[src/hdl/ksi_pkg.sv]
package ksi_pkg;

  localparam logic [1:0] OP_INSERT = 2'd0;
  localparam logic [1:0] OP_CLEAR  = 2'd1;
  localparam logic [1:0] OP_READ   = 2'd2;

  typedef struct packed {
    logic [1:0]         op;
    logic [23:0]        item_index;
    logic signed [31:0] item_value;
    logic [7:0]         read_slot;
  } in_item_t;

  typedef struct packed {
    logic               accepted;
    logic [7:0]         placed_slot;
    logic               slot_valid;
    logic signed [31:0] slot_value;
    logic [23:0]        slot_tag;
  } out_item_t;

  typedef struct packed {
    logic signed [31:0] value;
    logic [23:0]        tag;
  } entry_t;

endpackage

[src/hdl/k_smallest_sorted_insert_core.sv]
// Channel   Direction  Handshake            Payload
// in        input      in_valid / in_stall  in_data  (ksi_pkg::in_item_t)
// out       output     out_valid / out_stall out_data (ksi_pkg::out_item_t)
//
// One item is worked on at a time. An insert walks down the entry memory from the
// top kept entry, one entry per cycle through its single read port, until it finds
// the place for the new value (or drops it). A read of a filled slot goes through
// S_RDW; clear, the unused op and an empty-slot read go to S_DONE. Reset empties the
// list at once through the fill count. A waiting result does not block the next item;
// only the last step of an item waits while the output register is held by out_stall.
module k_smallest_sorted_insert_core #(
  parameter int SLOTS = 16
) (
  input  logic                clk,
  input  logic                rst_n,
  input  logic                in_valid,
  output logic                in_stall,
  input  ksi_pkg::in_item_t   in_data,
  output logic                out_valid,
  input  logic                out_stall,
  output ksi_pkg::out_item_t  out_data
);
  import ksi_pkg::*;

  localparam int AW = $clog2(SLOTS);
  localparam int FW = $clog2(SLOTS + 1);

  localparam logic [2:0] S_IDLE  = 3'd0;
  localparam logic [2:0] S_CMP   = 3'd1;
  localparam logic [2:0] S_PLACE = 3'd2;
  localparam logic [2:0] S_RDW   = 3'd3;
  localparam logic [2:0] S_DONE  = 3'd4;

  logic [2:0]  state_r, state_nxt;
  logic [FW-1:0] fill_r, fill_nxt;
  logic [AW-1:0] idx_r, idx_nxt;
  in_item_t    in_r, in_nxt;
  out_item_t   res_r, res_nxt;
  logic        out_valid_r, out_valid_nxt;
  out_item_t   out_data_r, out_data_nxt;

  entry_t      mem [SLOTS];
  entry_t      rd_data_r;
  logic [AW-1:0] rd_addr;
  logic        we;
  logic [AW-1:0] wa;
  entry_t      wd;

  logic        accept;
  logic [AW:0] idx_up;
  logic        le;
  logic        full;
  logic [FW-1:0] fill_inc;

  assign accept   = in_valid && (state_r == S_IDLE);
  assign in_stall = (state_r != S_IDLE);
  assign idx_up   = {1'b0, idx_r} + 1'b1;
  assign le       = ($signed(rd_data_r.value) <= $signed(in_r.item_value));
  assign full     = (fill_r == FW'(SLOTS));
  assign fill_inc = full ? fill_r : fill_r + 1'b1;

  always_comb begin
    state_nxt     = state_r;
    fill_nxt      = fill_r;
    idx_nxt       = idx_r;
    in_nxt        = in_r;
    res_nxt       = res_r;
    out_valid_nxt = out_valid_r && out_stall;
    out_data_nxt  = out_data_r;
    rd_addr       = '0;
    we            = 1'b0;
    wa            = '0;
    wd            = rd_data_r;

    unique case (state_r)
      S_IDLE: begin
        if (in_valid) begin
          in_nxt  = in_data;
          res_nxt = '0;
          state_nxt = S_DONE;
          unique case (in_data.op)
            OP_INSERT: begin
              if (fill_r == '0) begin
                state_nxt = S_PLACE;
              end else begin
                idx_nxt   = AW'(fill_r - 1'b1);
                rd_addr   = AW'(fill_r - 1'b1);
                state_nxt = S_CMP;
              end
            end
            OP_CLEAR: begin
              fill_nxt = '0;
            end
            OP_READ: begin
              if ({1'b0, in_data.read_slot} < 9'(fill_r)) begin
                rd_addr   = AW'(in_data.read_slot);
                state_nxt = S_RDW;
              end
            end
            default: begin
            end
          endcase
        end
      end
      S_CMP: begin
        if (le) begin
          // New value goes right after the last entry that is not above it.
          if (idx_up == (AW + 1)'(SLOTS)) begin
            state_nxt = S_DONE;
          end else begin
            we       = 1'b1;
            wa       = idx_up[AW-1:0];
            wd.value = in_r.item_value;
            wd.tag   = in_r.item_index;
            fill_nxt = fill_inc;
            res_nxt.accepted    = 1'b1;
            res_nxt.placed_slot = 8'(idx_up);
            state_nxt = S_DONE;
          end
        end else begin
          // Shift this entry up; the top one falls off when the list is full.
          we = (idx_up != (AW + 1)'(SLOTS));
          wa = idx_up[AW-1:0];
          wd = rd_data_r;
          if (idx_r == '0) begin
            state_nxt = S_PLACE;
          end else begin
            idx_nxt = idx_r - 1'b1;
            rd_addr = idx_r - 1'b1;
          end
        end
      end
      S_PLACE: begin
        we       = 1'b1;
        wa       = '0;
        wd.value = in_r.item_value;
        wd.tag   = in_r.item_index;
        fill_nxt = fill_inc;
        res_nxt.accepted    = 1'b1;
        res_nxt.placed_slot = '0;
        state_nxt = S_DONE;
      end
      S_RDW: begin
        res_nxt.slot_valid = 1'b1;
        res_nxt.slot_value = rd_data_r.value;
        res_nxt.slot_tag   = rd_data_r.tag;
        state_nxt = S_DONE;
      end
      S_DONE: begin
        if (!out_valid_r || !out_stall) begin
          out_valid_nxt = 1'b1;
          out_data_nxt  = res_r;
          state_nxt     = S_IDLE;
        end
      end
      default: begin
        state_nxt = S_IDLE;
      end
    endcase
  end

  always_ff @(posedge clk) begin
    if (we) begin
      mem[wa] <= wd;
    end
    rd_data_r <= mem[rd_addr];
  end

  always_ff @(posedge clk) begin
    if (!rst_n) begin
      state_r     <= S_IDLE;
      fill_r      <= '0;
      out_valid_r <= 1'b0;
    end else begin
      state_r     <= state_nxt;
      fill_r      <= fill_nxt;
      out_valid_r <= out_valid_nxt;
    end
  end

  always_ff @(posedge clk) begin
    idx_r      <= idx_nxt;
    in_r       <= in_nxt;
    res_r      <= res_nxt;
    out_data_r <= out_data_nxt;
  end

  assign out_valid = out_valid_r;
  assign out_data  = out_data_r;

  a_fill_bound: assert property (@(posedge clk) disable iff (!rst_n)
    fill_r <= FW'(SLOTS))
    else $error("fill count exceeds the number of slots");

  a_scan_in_list: assert property (@(posedge clk) disable iff (!rst_n)
    (state_r == S_CMP) |-> ({1'b0, idx_r} < (AW + 1)'(fill_r)))
    else $error("insert scan left the filled part of the list");

  a_placed_in_list: assert property (@(posedge clk) disable iff (!rst_n)
    (state_r == S_DONE && res_r.accepted) |-> (9'(res_r.placed_slot) < 9'(fill_r)))
    else $error("placed slot lies beyond the fill level");

  a_insert_no_read: assert property (@(posedge clk) disable iff (!rst_n)
    (state_r == S_DONE && res_r.accepted) |-> !res_r.slot_valid)
    else $error("insert result carries read data");

  a_one_item: assert property (@(posedge clk) disable iff (!rst_n)
    accept |=> (state_r != S_IDLE))
    else $error("accepted item produced no work");

endmodule
[config.mk]
export PLATFORM = sky130hd
export DESIGN_NAME = k_smallest_sorted_insert_core
export DESIGN_NICKNAME = d
export VERILOG_FILES = /design/src/hdl/ksi_pkg.sv /design/src/hdl/k_smallest_sorted_insert_core.sv
export SDC_FILE = /design/constraint.sdc
export NUM_CORES = 1
export LEC_CHECK = 0
export BUFFER_PORTS_ARGS = -buffer_cell sky130_fd_sc_hd__buf_2
export CAP_MARGIN = 20
export CORE_MARGIN = 5
export CORE_UTILIZATION = 44
export DETAILED_ROUTE_END_ITERATION = 8
export PLACE_DENSITY = 0.69
export SLEW_MARGIN = 10
export SYNTH_ARGS = -nofsm -noshare
export SYNTH_HDL_FRONTEND = slang
export SYNTH_SLANG_ARGS = --single-unit
[constraint.sdc]
create_clock -name clk -period 5.65 [get_ports clk]
set_clock_uncertainty 0.1 [all_clocks]
set_input_delay 0.2825 -clock clk [delete_from_list [all_inputs] [get_ports clk]]
set_output_delay 0.2825 -clock clk [all_outputs]
set_load 0.1 [all_outputs]
# Word level (Yosys, flattened, before mapping)
# Memories as Yosys holds them, arrays and structs flattened. A register that Yosys moved wholly into a read port is not among the register bits.
# Index checks and enable logic that the tools add are counted.
[totals]
mem_bits_rw = 896
ff_bits = 201
out_inout_bits = 68
elab_cells = 107
inputBits = 70
n_memories = 1
[memory_table]
columns = ["memory", "words", "word_bits", "rd", "rd_ports_with_merged_regs", "wr", "line_no", "text"]
rows = [
  ["mem", 16, 56, 1, 1, 1, "k_smallest_sorted_insert_core.sv:42", "entry_t mem [SLOTS];"],
]
[classes]
add_sub_neg = 4
order_cmp = 2
n_reduce_logical = 20
mux = 45
n_eq_ne = 19
[ops]
columns = ["op", "n"]
rows = [
  ["57-bit one-hot mux with 2 select lines", 1],
  ["56-bit 2-to-1 mux", 2],
  ["56-bit one-hot mux with 2 select lines", 1],
  ["66-bit 2-to-1 mux", 1],
  ["4-bit 2-to-1 mux", 13],
  ["32-bit less-or-equal comparator", 1],
  ["9-bit one-hot mux with 3 select lines", 1],
  ["5-bit 2-to-1 mux", 5],
  ["4-bit one-hot mux with 2 select lines", 3],
  ["9-bit 2-to-1 mux", 2],
  ["3-bit 2-to-1 mux", 5],
  ["5-bit one-hot mux with 3 select lines", 1],
  ["2-bit != test, second input constant", 7],
  ["3-bit one-hot mux with 4 select lines", 1],
  ["5-bit equality test, second input constant", 2],
  ["8-bit by 5-bit < comparator with 1-bit output", 1],
  ["4-bit by 1-bit subtractor with 4-bit output, second input constant", 2],
  ["3-bit by 2-bit equality test with 1-bit output, second input constant", 2],
  ["1-bit 2-to-1 mux", 6],
  ["3-bit one-hot mux with 2 select lines", 1],
  ["2-bit AND reduction", 3],
  ["6-bit AND reduction", 1],
  ["3-bit nonzero test", 2],
  ["4-bit by 1-bit adder with 5-bit output, second input constant", 1],
  ["22 further kinds", 25],
]

# Depth between registers and ports, before layout
# Gate-level depths: netlist (run 1).
[depth]
ltp_word = 7
ltp_mapped = 16
depth_no_buf = 11

# Least setup slack after synthesis (run 1)
# OpenSTA, ideal clock, no wires.
[synth_path]
kind = "register to register"
startpoint = "register in_r[15] (netlist name)"
endpoint = "memory mem[0][0] (netlist name) (enable)"
n_path_buf = 0
t_required_ns = 5.080
path_stages_with_launch = 11
synth_period_minus_slack_ns = 4.940
path_slack_ns = 0.710
setup_time_ns = 0.470
t_arrival_ns = 4.370
path_cell_list = "edfxtp_1 inv_1 ha_1 a21oi_1 o21ai_1 a2111o_1 o31ai_4 a21o_1 nand2_1 a21o_1 nor2_1"
[synth_between]
elab_chain_cells = 5
[synth_lines]
columns = ["item", "line_no", "text"]
rows = [
  ["start: declaration", "k_smallest_sorted_insert_core.sv:37", "in_item_t in_r, in_nxt;"],
  ["start signal: assignment", "k_smallest_sorted_insert_core.sv:183", "in_r <= in_nxt;"],
  ["32-bit less-or-equal comparator (*)", "k_smallest_sorted_insert_core.sv:58", "assign le = ($signed(rd_data_r.value) <= $signed(in_r.item_value));"],
  ["1-bit 2-to-1 mux", "k_smallest_sorted_insert_core.sv:106", "if (le) begin"],
  ["1-bit one-hot mux with 2 select lines", "k_smallest_sorted_insert_core.sv:75", "unique case (state_r)"],
  ["1-bit 2-to-1 mux", "k_smallest_sorted_insert_core.sv:163", "if (we) begin"],
  ["1-bit 2-to-1 mux (implied by the code)", "k_smallest_sorted_insert_core.sv:164", "mem[wa] <= wd;"],
  ["end: declaration", "k_smallest_sorted_insert_core.sv:42", ""],
]
# Every way passes the cells marked *; elsewhere a longest branch is shown, timed or not.

# Worst setup path after layout (run 1)
[layout_path]
startpoint = "register in_r[39] (netlist name)"
endpoint = "register, netlist name rd_data_r[36]"
[layout_between]
elab_chain_cells = 3
[layout_lines]
columns = ["item", "line_no"]
rows = [
  ["32-bit less-or-equal comparator", "k_smallest_sorted_insert_core.sv:58"],
  ["4-bit 2-to-1 mux", "k_smallest_sorted_insert_core.sv:106"],
  ["4-bit one-hot mux with 2 select lines", "k_smallest_sorted_insert_core.sv:75"],
]
# Every way passes these cells.
# A chain may end at the register's enable or synchronous reset.

==> results of run 1 <==
[layer usage]
metal,up-vias,global-route usage,part of all wire
met2,1462,0.3315,0.45
met5,-,0,0
met1,13764,0.2953,0.41
met3,253,0.04915,0.11
met4,0,0.07891,0.036
li1,11961,-,-
[flip-flops by register name, summed over array words and instances, names as in the netlist]
register,flops
rd_data_r,56
fill_r,5
idx_r,4
out_valid,1
state_r,3
out_data,63
res_r,63
in_r,56
mem,896
[logic make-up after synthesis]
kind of cell,Yosys count,synth area share
other cells,1,0.00008310
flops,1147,0.7488
buf+inv,247,0.02246
compound gates,662,0.09546
xor+xnor,9,0.001747
mux,201,0.04916
simple gates,658,0.07037
fa+ha+maj,43,0.01192
[metrics by stage]
stage / util / hold slack, ps / power [mW] / worst slack (ps) / cell area, um2
3_5_place_dp: 0.4717 / 305.2 / 11.81 / 733.6 / 48060
2_1_floorplan: - / 281.4 / 11.20 / 709.8 / 45140
5_1_grt: 0.5146 / 157.4 / 19.74 / 546.4 / 52430
3_3_place_gp: 0.4714 / 301.0 / 11.77 / 817.1 / 48020
6_report: 0.5146 / 131.9 / 19.14 / 589.3 / 52430
4_1_cts: 0.5142 / 77.27 / 19.23 / 753.4 / 52390
[path summary, 6_finish.rpt]
check,start,to,slack [ps],cells past startpoint
max reg2reg,in_r[39]$_DFFE_PP_,rd_data_r[36]$_DFF_P_,590,12
min,in_data[64],fill_r[0]$_SDFFE_PN0P_,130,5
min reg2reg,res_r[41]$_SDFFCE_PN0P_,out_data[41]$_DFFE_PP_,310,0
max,in_r[39]$_DFFE_PP_,rd_data_r[36]$_DFF_P_,590,12
[worst register-to-register path: cells and delay by family (launching register included)]
family,cells,cell delay (ps)
AO/OA/AOI/OAI,4,1460
AND/OR/NAND/NOR,5,2220
flip-flops,1,320
adder cells (fa/ha/maj),1,370
buffers and inverters,2,510
[area by class of cell]
cell class / instances / area (um2)
Clock buffer: 133 / 2932
Sequential cell: 1147 / 33790
Clock inverter: 75 / 754.5
Fill cell: 8297 / 49450
Antenna cell: 1 / 2.502
Multi-Input combinational cell: 1576 / 10610
Inverter: 42 / 157.7
Tap cell: 1368 / 1712
Timing Repair Buffer: 305 / 2475
[cells in the mapped netlist, types with 2 or more instances]
| cell type | number | area share |
|---|---|---|
| a41o_1 | 3 | 0.00067 |
| xor2_1 | 2 | 0.00039 |
| or4_1 | 54 | 0.0090 |
| buf_2 | 21 | 0.0023 |
| nor4_1 | 3 | 0.00042 |
| buf_4 | 4 | 0.00067 |
| o22ai_1 | 53 | 0.0073 |
| o21ai_0 | 206 | 0.023 |
| a21o_1 | 5 | 0.00083 |
| xnor2_1 | 7 | 0.0014 |
| o21ai_1 | 4 | 0.00044 |
| mux2_2 | 38 | 0.0095 |
| and2_1 | 60 | 0.0083 |
| nor2_1 | 42 | 0.0035 |
| a211oi_1 | 170 | 0.028 |
| or2_2 | 2 | 0.00028 |
| or3_1 | 6 | 0.00083 |
| nand3_1 | 187 | 0.021 |
| mux2_1 | 19 | 0.0047 |
| mux2_4 | 27 | 0.0090 |
| a41oi_1 | 5 | 0.00097 |
| o22a_1 | 3 | 0.00058 |
| o2111ai_1 | 3 | 0.00058 |
| nand2b_1 | 3 | 0.00042 |
| a2111oi_0 | 4 | 0.00078 |
| o211ai_1 | 3 | 0.00050 |
| dfxtp_1 | 65 | 0.029 |
| buf_1 | 12 | 0.0010 |
| nor2b_1 | 4 | 0.00055 |
| clkbuf_1 | 162 | 0.013 |
| a2111o_1 | 54 | 0.013 |
| mux2i_1 | 117 | 0.026 |
| a21oi_1 | 136 | 0.015 |
| a21boi_0 | 2 | 0.00033 |
| a21boi_1 | 2 | 0.00033 |
| nand4_1 | 9 | 0.0012 |
| nor3_1 | 8 | 0.00089 |
| buf_6 | 6 | 0.0015 |
| edfxtp_1 | 1082 | 0.72 |
| ha_1 | 43 | 0.012 |
| nand2_1 | 272 | 0.023 |
| inv_1 | 42 | 0.0035 |
[power by group through the flow]
stage               clock [mW]  sequential (mW)  combinational [mW]
detailed placement           0             10.2                1.66
floorplan                    0             10.4               0.827
CTS                       7.56             9.97                1.70
finish                    7.46             9.97                1.71
global placement             0             10.1                1.62
global route              7.92             9.99                1.84
==> results.py, run 1 <==
metrics = {
    "timing": {
        "max_freq_ghz": 0.1976,
        "fin_crit_sh": 0.8957,
        "slew_headroom": 0.2575,
        "fin_crit_ps": 5061,
        "finalSetupViolCount": 0,
        "rsz0062_at_grt": "false",
        "worstMarginPinSlew_ps": 1114,
        "tns_ps": 0,
        "hold_violations": 0,
        "slew_violations": 0,
    },
    "worst_setup_path": {
        "cp_max_fo": 23,
        "crit_chain": "inv_1 -> ha_1 -> nand4_1 -> nor4_1 -> nand2b_1 -> o31a_1 -> o21ai_1 -> o21ai_0 -> nand3_2 -> buf_12 -> o22ai_1 -> or4_1",
        "end_kind": "flop",
        "worstSetupPathType": "reg -> reg",
        "cpMaxStageDelayCell": "nor4_1",
        "max_stage_delay_ps": 770,
        "cp_top_family": "simple AND/OR/NAND/NOR gates",
        "crit_required_ps": 6160,
        "worstSetupStartpointType": "flop",
        "path_buf_inv": 2,
        "worst_ep_arrival_time_ps": 5570,
    },
    "die": {
        "die_x_um": 330.3,
        "initial_core_util": 0.4429,
        "std_cell_rows": 117,
        "die_area_mm2": 0.1091,
        "fp.coreArea_mm2": 0.1019,
        "fp.dieH_um": 330.3,
        "io_pins": 138,
    },
    "cts": {
        "cts_setup_buffers": 0,
        "cts.sinks": 1147,
        "ctsRootBufferMaster": "clkbuf_16",
        "cts_tree": "done",
        "h-tree-depth": 3,
        "cts_buffers": 110,
        "clockBufferDepth": 3,
        "clk_pin_slew_ps": 60,
        "worst_skew_pair.late_latency_ps": 690,
        "cts-resized-gates": 0,
        "cts_hold_buf": 64,
    },
    "place": {
        "dpl.cell_count": 4372,
        "port_buffers": 134,
        "gp_congestion": 0.8509,
        "hpwlAfterDp_um": 61890,
    },
    "synthesis": {
        "syn_avg_cell_area_um2": 15.20,
        "netlist_area_mm2": 0.04513,
        "synth_seq_area_share": 0.7488,
        "ys_async_sr_fraction": 0,
        "synth_warnings": 0,
        "syn_inst": 2968,
        "synth_ff_type": "edfxtp_1",
        "synth_seq_cells": 1147,
        "synth_edf_count": 1082,
        "yosysUniqueCellTypes": 60,
    },
    "route": {
        "antenna_left": 0,
        "firstDrtPassIters": 5,
        "post_drt_wl_per_cell_um": 25.42,
        "drt-total-wl_um": 118100,
        "num_vias": 27440,
        "drt-initial-drc-count": 3232,
        "viasPerCell": 5.905,
        "drc": 0,
    },
    "global_route": {
        "groute.usage.overall": 0.2128,
        "antenna_found_initial": 6,
        "grt_pass1_wl_um": 173400,
        "grt_max_degree": 76,
        "grt_overflow": 0,
        "grt_pass1_vias": 26937,
    },
    "cells_and_area": {
        "layout_commonest_cell": "edfxtp_1",
        "layout-area-overhead-vs-synth_pct": 16.19,
        "drive_gt1_frac": 0.1589,
        "fin_nets": 3295,
        "fin_cells": 4647,
        "most-common-layout-cells": "edfxtp_1, nand2_1, o21ai_0",
    },
    "power_and_ir_drop": {
        "p_switching_mw": 4.511,
        "seqPwrFrac": 0.521,
        "p_int_mw": 14.63,
        "comb_power_share": 0.089,
        "power_leakage_nw": 18.73,
        "power_switching_share": 0.2357,
        "pwr_density_cell_mw_per_mm2": 365.1,
        "peakVddDrop_v": 0.0002743,
        "pwr-share-clk": 0.389,
    },
    "job": {
        "max_cap_violations": 0,
    },
    "hold_path": {
        "hold_class": "in -> reg",
    },
    "outcome": {
        "status": "finished clean",
    },
}
(Power assumes the default switching activity.)
==> run 2, diff against run 1 <==
==> constraint.sdc (replaced) <==
create_clock -name clk -period 5.45 [get_ports clk]
set_clock_uncertainty 0.1 [all_clocks]
set_input_delay 1.09 -clock clk [delete_from_list [all_inputs] [get_ports clk]]
set_output_delay 1.09 -clock clk [all_outputs]
set_load 0.1 [all_outputs]
==> run 2 against run 1 <==
Against the previous run: sequential share of layout area rose by 0.67 points; power rose by 2.8%; highest routed layer is now met5; register-to-register slack improved by 110 ps; critical path type unchanged; final cell count fell by 0.95%; largest power group unchanged; sequential power rose by 4%; die area did not move.
==> results.py, run 2 (synthesis results as in run 1) <==
metrics = {
    "power_and_ir_drop": {
        "pwr_density_cell_mw_per_mm2": 379.2,
        "pwr-share-clk": 0.385,
        "peakVddDrop_v": 0.0002831,
        "seqPwrFrac": 0.526,
        "comb_power_share": 0.088,
        "power_switching_share": 0.2401,
        "p_switching_mw": 4.724,
        "power_leakage_nw": 18.52,
        "p_int_mw": 14.96,
    },
    "cts": {
        "ctsRootBufferMaster": "clkbuf_16",
        "cts_setup_buffers": 0,
        "cts_buffers": 111,
        "clk_pin_slew_ps": 60,
        "cts-resized-gates": 0,
        "h-tree-depth": 3,
        "worst_skew_pair.late_latency_ps": 710,
        "clockBufferDepth": 3,
        "cts.sinks": 1147,
        "cts_tree": "done",
        "cts_hold_buf": 0,
    },
    "cells_and_area": {
        "fin_nets": 3248,
        "layout_commonest_cell": "edfxtp_1",
        "top_register": "mem",
        "drive_gt1_frac": 0.1652,
        "layout-area-overhead-vs-synth_pct": 14.99,
        "final_cell_area_mm2": 0.05189,
        "most-common-layout-cells": "edfxtp_1, nand2_1, o21ai_0",
        "largest_reg_flops": 896,
    },
    "worst_setup_path": {
        "cp_top_family": "compound AO/OA/AOI/OAI gates",
        "worstSetupStartpointType": "flop",
        "cpMaxStageDelayCell": "nor2_4",
        "worst_ep_arrival_time_ps": 5200,
        "max_stage_delay_ps": 590,
        "worstSetupPathType": "reg -> reg",
        "cp_max_fo": 37,
        "path_buf_inv": 1,
        "crit_required_ps": 5900,
        "crit_chain": "ha_1 -> nor2b_1 -> o211ai_1 -> a2111oi_2 -> o31ai_4 -> a21boi_4 -> nor2_4 -> buf_12 -> mux2_4 -> a2111o_1 -> or4_1",
        "end_kind": "flop",
    },
    "route": {
        "firstDrtPassIters": 6,
        "drc": 0,
        "drt-initial-drc-count": 3053,
        "num_vias": 26973,
        "antenna_left": 0,
        "drt-total-wl_um": 115600,
        "viasPerCell": 5.860,
        "post_drt_wl_per_cell_um": 25.12,
    },
    "place": {
        "hpwlAfterDp_um": 61940,
        "port_buffers": 134,
        "dpl_cell_area_mm2": 0.04827,
        "gp_congestion": 0.8157,
    },
    "die": {
        "initial_core_util": 0.4429,
        "io_pins": 138,
        "fp.coreArea_mm2": 0.1019,
        "std_cell_rows": 117,
        "fp.dieH_um": 330.3,
        "die_area_mm2": 0.1091,
        "die_x_um": 330.3,
    },
    "outcome": {
        "status": "finished clean",
    },
    "global_route": {
        "grt_overflow": 0,
        "groute.usage.overall": 0.2092,
        "grt_pass1_wl_um": 170800,
        "grt_pass1_vias": 26432,
        "antenna_found_initial": 4,
        "grt_max_degree": 113,
    },
    "timing": {
        "slew_violations": 0,
        "fin_crit_sh": 0.8722,
        "hold_violations": 0,
        "finalSetupViolCount": 0,
        "slew_headroom": 0.3015,
        "rsz0062_at_grt": "false",
        "hold_slack_ps": 276.5,
        "worstMarginPinSlew_ps": 1048,
        "max_freq_ghz": 0.2104,
        "fin_crit_ps": 4754,
        "tns_ps": 0,
    },
    "hold_path": {
        "hold_class": "reg -> reg",
    },
    "job": {
        "max_cap_violations": 0,
    },
}
run 2: changes by cell type in the layout (fill, tap and decap cells not counted), sizes merged:
cell,change
buf,+16
dlygate4sd3,-64
clkinv,+1
diode,+2
bufinv,-5
clkbuf,+11
clkinvlp,-5
run 2: worst paths after layout:
path	from	endpoint	slack, ps	cells after the start
worst max-delay path	rd_data_r[25]$_DFF_P_	rd_data_r[42]$_DFF_P_	700	11
worst min-delay path	res_r[37]$_SDFFCE_PN0P_	out_data[37]$_DFFE_PP_	280	0
worst max register to register	rd_data_r[25]$_DFF_P_	rd_data_r[42]$_DFF_P_	700	11
worst min register to register	res_r[37]$_SDFFCE_PN0P_	out_data[37]$_DFFE_PP_	280	0
run 2: stage by stage:
stage            util  setup slack, ps  instances  power, mW
3_3_place_gp   0.4737            708.1       4390      12.22
6_report       0.5093            696.4       4603      19.68
4_1_cts        0.5092            732.0       4600      19.77
3_5_place_dp   0.4737            622.7       4390      12.26
2_1_floorplan       -            509.8       2970      11.61
5_1_grt        0.5092            509.1       4600      20.30
run 2: cell type report:
| class | instances | area (um2) |
|---|---|---|
| Fill cell | 8313 | 49990 |
| Sequential cell | 1147 | 33790 |
| Multi-Input combinational cell | 1576 | 10610 |
| Clock buffer | 144 | 2992 |
| Timing Repair Buffer | 257 | 1994 |
| Tap cell | 1368 | 1712 |
| Clock inverter | 66 | 629.4 |
| Inverter | 42 | 157.7 |
| Antenna cell | 3 | 7.507 |
run 2: power by group through the flow:
stage          logic (mW)  registers, mW  clock network, mW
2_1_floorplan       0.857           10.7                  0
3_3_place_gp         1.68           10.5                  0
3_5_place_dp         1.72           10.5                  0
4_1_cts              1.73           10.4               7.68
5_1_grt              1.87           10.4               8.06
6_report             1.74           10.4               7.59
run 2: metal layers:
metal / share of wire / up-vias / track usage / wire [um]
met1: 0.41 / 13437 / 0.2944 / 47330
met5: 0.00011 / - / 0 / 13
li1: - / 11885 / - / -
met3: 0.10 / 248 / 0.04663 / 11760
met2: 0.45 / 1401 / 0.3249 / 52460
met4: 0.035 / 2 / 0.07272 / 4059
